==> src/sv/hdwa_pkg.sv <==
// ----------------------------------------------------------------------------
// hdwa_pkg
// Shared types, character codes and the hex digit decoder of the hex-dump
// word assembler.
// ----------------------------------------------------------------------------
package hdwa_pkg;

  localparam int unsigned CharWidth   = 8;
  localparam int unsigned WordWidth   = 32;
  localparam int unsigned NibbleWidth = 4;
  localparam int unsigned ByteWidth   = 8;

  // ASCII codes the parser reacts to
  localparam logic [CharWidth-1:0] ChNewline = 8'h0A;
  localparam logic [CharWidth-1:0] ChSpace   = 8'h20;
  localparam logic [CharWidth-1:0] ChZero    = 8'h30;
  localparam logic [CharWidth-1:0] ChNine    = 8'h39;
  localparam logic [CharWidth-1:0] ChUpperA  = 8'h41;
  localparam logic [CharWidth-1:0] ChUpperF  = 8'h46;
  localparam logic [CharWidth-1:0] ChLowerA  = 8'h61;
  localparam logic [CharWidth-1:0] ChLowerF  = 8'h66;
  localparam logic [NibbleWidth-1:0] DigitTen = 4'd10;

  // last byte slot of a word; the byte that lands there completes it
  localparam logic [1:0] LastByte = 2'd3;

  // decoded hex digit
  typedef struct packed {
    logic                   ok;
    logic [NibbleWidth-1:0] value;
  } hex_digit_t;

  // what the parser hands back for one item
  typedef struct packed {
    logic                 emit;
    logic [WordWidth-1:0] word;
  } parse_result_t;

  function automatic hex_digit_t hex_decode(input logic [CharWidth-1:0] c);
    hex_digit_t d;
    logic [CharWidth-1:0] diff;
    d.ok    = 1'b0;
    d.value = '0;
    diff    = '0;
    priority if (c >= ChZero && c <= ChNine) begin
      diff    = c - ChZero;
      d.ok    = 1'b1;
      d.value = diff[NibbleWidth-1:0];
    end else if (c >= ChLowerA && c <= ChLowerF) begin
      diff    = c - ChLowerA;
      d.ok    = 1'b1;
      d.value = diff[NibbleWidth-1:0] + DigitTen;
    end else if (c >= ChUpperA && c <= ChUpperF) begin
      diff    = c - ChUpperA;
      d.ok    = 1'b1;
      d.value = diff[NibbleWidth-1:0] + DigitTen;
    end else begin
      d.ok = 1'b0;
    end
    return d;
  endfunction

endpackage

==> src/sv/hdwa_if.sv <==
// ----------------------------------------------------------------------------
// hdwa_if
// Valid/ready channels of the hex-dump word assembler: one for text
// characters, one for assembled words.
// ----------------------------------------------------------------------------
interface hdwa_ch_if;
  logic       valid;
  logic       ready;
  logic [7:0] ch;

  modport source (output valid, output ch, input ready);
  modport sink   (input valid, input ch, output ready);
endinterface

interface hdwa_word_if;
  logic        valid;
  logic        ready;
  logic [31:0] word;

  modport source (output valid, output word, input ready);
  modport sink   (input valid, input word, output ready);
endinterface

==> src/sv/hdwa_parser.sv <==
// ----------------------------------------------------------------------------
// hdwa_parser
// Line/byte state machine plus word accumulator. Consumes one character
// whenever step is high and reports a finished word in the same cycle.
// ----------------------------------------------------------------------------
module hdwa_parser
  import hdwa_pkg::*;
(
  input  logic                 clk,
  input  logic                 rst,
  input  logic                 step,
  input  logic [CharWidth-1:0] ch,
  output parse_result_t        result
);

  typedef enum logic [5:0] {
    LINE_START = 6'b000001,
    SKIP       = 6'b000010,
    BETWEEN    = 6'b000100,
    HIGH       = 6'b001000,
    LOW        = 6'b010000,
    HALT       = 6'b100000
  } phase_t;

  phase_t                 phase, phase_next;
  logic [NibbleWidth-1:0] high_nibble, high_nibble_next;
  logic [WordWidth-1:0]   word_accum, word_accum_next;
  logic [1:0]             byte_count, byte_count_next;
  hex_digit_t             digit;

  assign digit = hex_decode(ch);

  // next state for the current character
  always_comb begin
    phase_next       = phase;
    high_nibble_next = high_nibble;
    word_accum_next  = word_accum;
    byte_count_next  = byte_count;
    result.emit      = 1'b0;
    result.word      = {word_accum[WordWidth-ByteWidth-1:0], high_nibble, digit.value};
    unique case (phase)
      LINE_START: begin
        if (ch != ChNewline) phase_next = SKIP;
      end
      SKIP: begin
        if (ch == ChSpace) phase_next = HIGH;
      end
      BETWEEN: begin
        priority if (ch == ChNewline) phase_next = LINE_START;
        else if (ch == ChSpace) phase_next = HIGH;
        else phase_next = BETWEEN;
      end
      HIGH: begin
        if (digit.ok) begin
          high_nibble_next = digit.value;
          phase_next       = LOW;
        end else begin
          phase_next = HALT;
        end
      end
      LOW: begin
        if (digit.ok) begin
          word_accum_next = result.word;
          byte_count_next = byte_count + 2'd1;
          result.emit     = (byte_count == LastByte);
          phase_next      = BETWEEN;
        end else begin
          phase_next = HALT;
        end
      end
      default: phase_next = HALT;
    endcase
  end

  // state registers advance only on a consumed character
  always_ff @(posedge clk) begin
    if (rst) begin
      phase       <= LINE_START;
      high_nibble <= '0;
      word_accum  <= '0;
      byte_count  <= '0;
    end else if (step) begin
      phase       <= phase_next;
      high_nibble <= high_nibble_next;
      word_accum  <= word_accum_next;
      byte_count  <= byte_count_next;
    end
  end

endmodule

==> src/sv/hex_dump_word_assembler.sv <==
// ----------------------------------------------------------------------------
// hex_dump_word_assembler
// Packs the bytes of a hex-dump listing into 32-bit big-endian words.
// ----------------------------------------------------------------------------
// Usage:
//   chars : one ASCII character per item (valid/ready, field ch).
//   words : one assembled 32-bit word per item (valid/ready, field word),
//           first byte of the word in bits 31..24.
//   Each line's offset prefix (first character, then up to the next space)
//   is skipped; each following space starts a two-digit hex byte. Every
//   fourth byte, counted across lines, yields one word. A bad digit stops
//   the parser until reset.
//   Path: a character is captured in the input register and parsed from
//   there; a word it completes is held in the result register and offered
//   on words from there.
//   Throughput: one character per cycle while no word waits on words; the
//   state update of the parser sets it.
//   Reset (rst, synchronous): parser returns to line start, byte count and
//   accumulator clear, both pipeline registers empty.
//   Stall: while a word waits on words, the input register holds its
//   character and chars deasserts ready once that register is occupied.
// ----------------------------------------------------------------------------
module hex_dump_word_assembler
  import hdwa_pkg::*;
(
  input  logic             clk,
  input  logic             rst,
  hdwa_ch_if.sink          chars,
  hdwa_word_if.source      words
);

  logic                 in_valid;
  logic [CharWidth-1:0] in_ch;
  logic                 out_valid;
  logic [WordWidth-1:0] out_word;
  logic                 advance;
  logic                 step;
  parse_result_t        result;

  // the parse stage moves when the result register is free or draining
  assign advance     = !out_valid || words.ready;
  assign step        = in_valid && advance;
  assign chars.ready = !in_valid || advance;

  // input register
  always_ff @(posedge clk) begin
    if (rst) begin
      in_valid <= 1'b0;
    end else if (chars.ready) begin
      in_valid <= chars.valid;
    end
  end

  always_ff @(posedge clk) begin
    if (chars.ready && chars.valid) begin
      in_ch <= chars.ch;
    end
  end

  hdwa_parser u_parser (
    .clk    (clk),
    .rst    (rst),
    .step   (step),
    .ch     (in_ch),
    .result (result)
  );

  // result register
  always_ff @(posedge clk) begin
    if (rst) begin
      out_valid <= 1'b0;
    end else if (advance) begin
      out_valid <= step && result.emit;
    end
  end

  always_ff @(posedge clk) begin
    if (step && result.emit) begin
      out_word <= result.word;
    end
  end

  assign words.valid = out_valid;
  assign words.word  = out_word;

endmodule

==> src/flat_wrapper.sv <==
// flat-port wrapper written by rule: the top's interface ports become plain ports
module hex_dump_word_assembler_flat import hdwa_pkg::*;
  (clk, rst, chars_valid, chars_ch, chars_ready, words_valid, words_word, words_ready);
  hdwa_ch_if chars_i ();
  hdwa_word_if words_i ();
  input  logic clk;
  input  logic rst;
  input wire logic [$bits(chars_i.valid)-1:0] chars_valid;
  input wire logic [$bits(chars_i.ch)-1:0] chars_ch;
  output wire logic [$bits(chars_i.ready)-1:0] chars_ready;
  output wire logic [$bits(words_i.valid)-1:0] words_valid;
  output wire logic [$bits(words_i.word)-1:0] words_word;
  input wire logic [$bits(words_i.ready)-1:0] words_ready;
  assign chars_i.valid = chars_valid;
  assign chars_i.ch = chars_ch;
  assign chars_ready = chars_i.ready;
  assign words_valid = words_i.valid;
  assign words_word = words_i.word;
  assign words_i.ready = words_ready;
  hex_dump_word_assembler u_core (.clk(clk), .rst(rst), .chars(chars_i), .words(words_i));
endmodule
==> config.mk <==
export PLATFORM = sky130hd
export DESIGN_NAME = hex_dump_word_assembler_flat
export DESIGN_NICKNAME = d
export VERILOG_FILES = /design/src/sv/hdwa_pkg.sv /design/src/sv/hdwa_if.sv /design/src/sv/hdwa_parser.sv /design/src/sv/hex_dump_word_assembler.sv /design/src/flat_wrapper.sv
export SDC_FILE = /design/constraint.sdc
export NUM_CORES = 1
export LEC_CHECK = 0
export BUFFER_PORTS_ARGS = -buffer_cell sky130_fd_sc_hd__buf_2
export CAP_MARGIN = 20
export CORE_MARGIN = 2
export CORE_UTILIZATION = 50
export DETAILED_ROUTE_END_ITERATION = 6
export GPL_ROUTABILITY_DRIVEN = 0
export HOLD_SLACK_MARGIN = 0.08
export PLACE_DENSITY = 0.71
export SETUP_SLACK_MARGIN = 0.15
export SYNTH_ARGS = -nofsm -noshare
export SYNTH_HDL_FRONTEND = slang
export SYNTH_HIERARCHICAL = 1
export SYNTH_SLANG_ARGS = --single-unit
==> constraint.sdc <==
create_clock -name clk -period 3.3 [get_ports clk]
set_input_delay 0.33 -clock clk [delete_from_list [all_inputs] [get_ports clk]]
set_output_delay 0.33 -clock clk [all_outputs]
set_load 0.005 [all_outputs]
==> summary.md <==
| Metric | Value |
|---|---|
| Status | `complete, no violations` |
| Via density | `5.12` |
| Slew @ Worst Pin | `844 ps` |
| WL/cell | `12.9 um` |
| Core Region | `5850 um^2` |
| DR iter-0 viols | `88` |
| Die Height | `81.1 um` |
| Syn nets | `270` |
| Largest net degree at the start of global routing | `39` |
| Crit path max-delay family | `simple AND/OR/NAND/NOR gates` |
| Routed Wire Length | `4900 um` |
| Xor-xnor portion of the synthesized cell area | `0.294%` |
| Unrepaired setup endpoints after global routing | `no` |
| CP arrival | `2650 ps` |
| Area growth from synthesis to layout | `17.6%` |
| Flop pwr share | `54.5%` |
| CP Capture Type | `register` |
| Buffer depth of the longest clock path | `2` |
| Ys async rst share | `0%` |
| Post-synthesis mux area share | `1.01%` |
| Crit path launch type | `register` |
| Worst R2R Setup Slack | `660 ps` |
| Internal | `1.49 mW` |
| Post-synthesis sequential area ratio | `65.9%` |
| H-tree lvl count | `3` |
| Drt drc | `0` |
| Syn. warnings | `6` |
| Placement Cell Area | `3270 um^2` |
| Switching pwr | `0.396 mW` |
| Final net count | `319` |
| First-pass GRT wire length | `7930 um` |
| Die W | `81.1 um` |
| CP max stage delay | `490 ps` |
| Largest family of logic cells by synthesized area | `simple AND/OR/NAND/NOR gates` |
| Post-synthesis compound-gate area fraction | `11.7%` |
| Pleak | `1.29 nW` |
| Slew Viols, Final | `0` |
| DRT antenna net count | `0` |
| Pwr dens | `540 nW/um^2` |
| Initial antenna violation count | `0` |
| Clock root buffer | `clkbuf_8` |
| Syn avg cell area | `11.8 um^2` |
| Achievable Freq | `379 MHz` |
| Share of cells above drive strength 1 | `24.2%` |
| CTS tree | `yes` |
| Largest vdd supply drop | `343 uV` |
| Relative slew slack | `43.8%` |
| Vias in the first global route | `1739` |
| Buffers added on ports | `45` |
| CP max FO | `32` |
| WS Path Type | `reg2reg` |
| Fin area | `3500 um^2` |
| Sw Ratio | `20.9%` |
| Clock-pin slew on the worst setup and hold paths | `80 ps` |
| Clock Skews | `5.76 ps` |
| Max cap viols | `0` |
| CTS Buf Count | `9` |
| Critical path, cell by cell | `nor4b_1 > nand3_1 > a21boi_0 > and2_1 > nand2_1 > nor2b_2 > buf_4` |
| Placed Cells | `365` |
| Synthesized instance count | `252` |
| # IOs | `46` |
| Starting density of the core | `50.9%` |
| Cell Count, Final, Fillers Out | `381` |
| Synthesized area | `2980 um^2` |
| Skew-Pair Late Insertion Delay | `350 ps` |
| Post-CTS Hold Fix Bufs | `0` |
| Yosys reg bits | `78` |
| CP max-delay cell | `edfxtp_1` |
| Core Rows | `28` |
| Period minus WS final | `2640 ps` |
| Die area | `6580 um^2` |
| Final TNS setup | `0 ps` |
| Total GRT Usage | `16.3%` |
| Netlist cell types | `47` |
| Pre-Repair DR Iteration Count | `4` |
| Diode count | `0` |
| Logic pwr share | `3.0%` |
| Via total after detailed routing | `1951` |
| Endpoints failing setup | `0` |
| Final hold vios | `0` |
| Final worst-path cycle share | `80.1%` |
| Buf/Inv on CP | `1` |
| Clock share of power | `42.5%` |
| Ys flop type | `edfxtp_1` |
| WP data required | `3310 ps` |
| Post-cts sizing count | `0` |
| Post-Synth Simple-Gate Area | `16.6%` |
| Class of the worst hold path | `in2reg` |
| Fraction of the mapped netlist area in adder cells | `2.52%` |
| Gr ovfl total | `0` |
| Setup Buffers After CTS | `0` |
| Number of synthesized flops with an enable pin | `40` |
| Post-detail-place hpwl | `3260 um` |
| CTS Sinks | `78` |
cell usage in the layout (no fill, tap or decap), types with 5 or more instances in the layout:
cell type  count
o21ai_0        5
dfxtp_1       38
nand2_1       47
buf_2         45
a211oi_1       7
clkbuf_8      10
a21oi_1       30
edfxtp_1      40
nor2_1        18
ha_1           6
per-layer routing:
| metal | routed length (um) | global-route usage [%] | vias to the layer above |
|---|---|---|---|
| met5 | 0 | 0 | - |
| met4 | 97 | 8.64 | 0 |
| met3 | 234 | 4.33 | 9 |
| met2 | 2290 | 25.4 | 45 |
| met1 | 2280 | 20.9 | 901 |
| li1 | - | - | 996 |
state kept, by name, summed over array words and instances, names as in the netlist:
register and flops:
u_core/u_parser/phase 6, u_core/u_parser/high_nibble 4, u_core/u_parser/word_accum 24, u_core/in_ch 8, u_core/words.valid 1, u_core/in_valid 1, u_core/u_parser/byte_count 2, u_core/words.word 32
Yosys cell counts (2+ instances only):
| cell type | count | share of area (%) |
|---|---|---|
| nand2_1 | 47 | 5.9 |
| edfxtp_1 | 40 | 40 |
| dfxtp_1 | 38 | 26 |
| a21oi_1 | 30 | 5.0 |
| nor2_1 | 18 | 2.3 |
| a211oi_1 | 7 | 1.8 |
| ha_1 | 6 | 2.5 |
| nor2b_1 | 5 | 1.1 |
| o21ai_0 | 5 | 0.84 |
| clkbuf_1 | 4 | 0.50 |
| inv_1 | 4 | 0.50 |
| and2_1 | 3 | 0.63 |
| mux2i_1 | 3 | 1.0 |
| nand3_1 | 3 | 0.50 |
| nor3_1 | 3 | 0.50 |
| buf_2 | 2 | 0.34 |
| buf_4 | 2 | 0.50 |
| nand2b_1 | 2 | 0.42 |
| nand3b_1 | 2 | 0.50 |
area by class of cell:
class,count,area (um^2)
tap,75,93.8
sequential,78,1960
fill,500,2350
timing repair buffer,47,240
multi-input combinational,161,957
clock inverter,6,92.6
clock buffer,10,138
inverter,4,15.0
cell families after synthesis:
kind of cell,count (synthesis)
fa+ha+maj,6
xor+xnor,1
compound gates,53
buf+inv,13
simple gates,98
mux,3
flops,78
path summary, 6_finish.rpt:
| kind | endpoint | from | cells past startpoint |
|---|---|---|---|
| hold reg to reg | u_core/words.word[28] | u_core/u_parser/word_accum[20] | 0 |
| setup / recovery | u_core/words.word[13] | u_core/in_ch[3] | 7 |
| hold / removal | u_core/in_ch[6] | chars_ch[6] | 1 |
| setup reg to reg | u_core/words.word[13] | u_core/in_ch[3] | 7 |
worst reg2reg max path, delay by kind of cell (launching register included):
family                 cells  cell delay [ps]
DFF                        1              490
and+or+nand+nor            5             1130
buffers and inverters      1              370
AOI/OAI and AO/OA          1              290
through the flow:
step                worst slack, ps  util, %  hold WS [ps]  total power, mW
finish                          658     59.8           151             1.89
global route                    420     59.8           143             1.95
CTS                             697     59.8           140             1.91
detailed placement              727     55.9           423             1.11
global placement                843     55.9           416             1.11
floorplan                       491        -           399             1.09
power by group through the flow:
| stage | registers [mW] | logic, mW | clock network [mW] |
|---|---|---|---|
| after floorplan | 1.05 | 0.0423 | 0 |
| after global placement | 1.05 | 0.0566 | 0 |
| after detailed placement | 1.05 | 0.0575 | 0 |
| after CTS | 1.03 | 0.0579 | 0.820 |
| after global routing | 1.03 | 0.0646 | 0.859 |
| final | 1.03 | 0.0576 | 0.803 |
No activity file was read; power rests on OpenSTA's default activity.
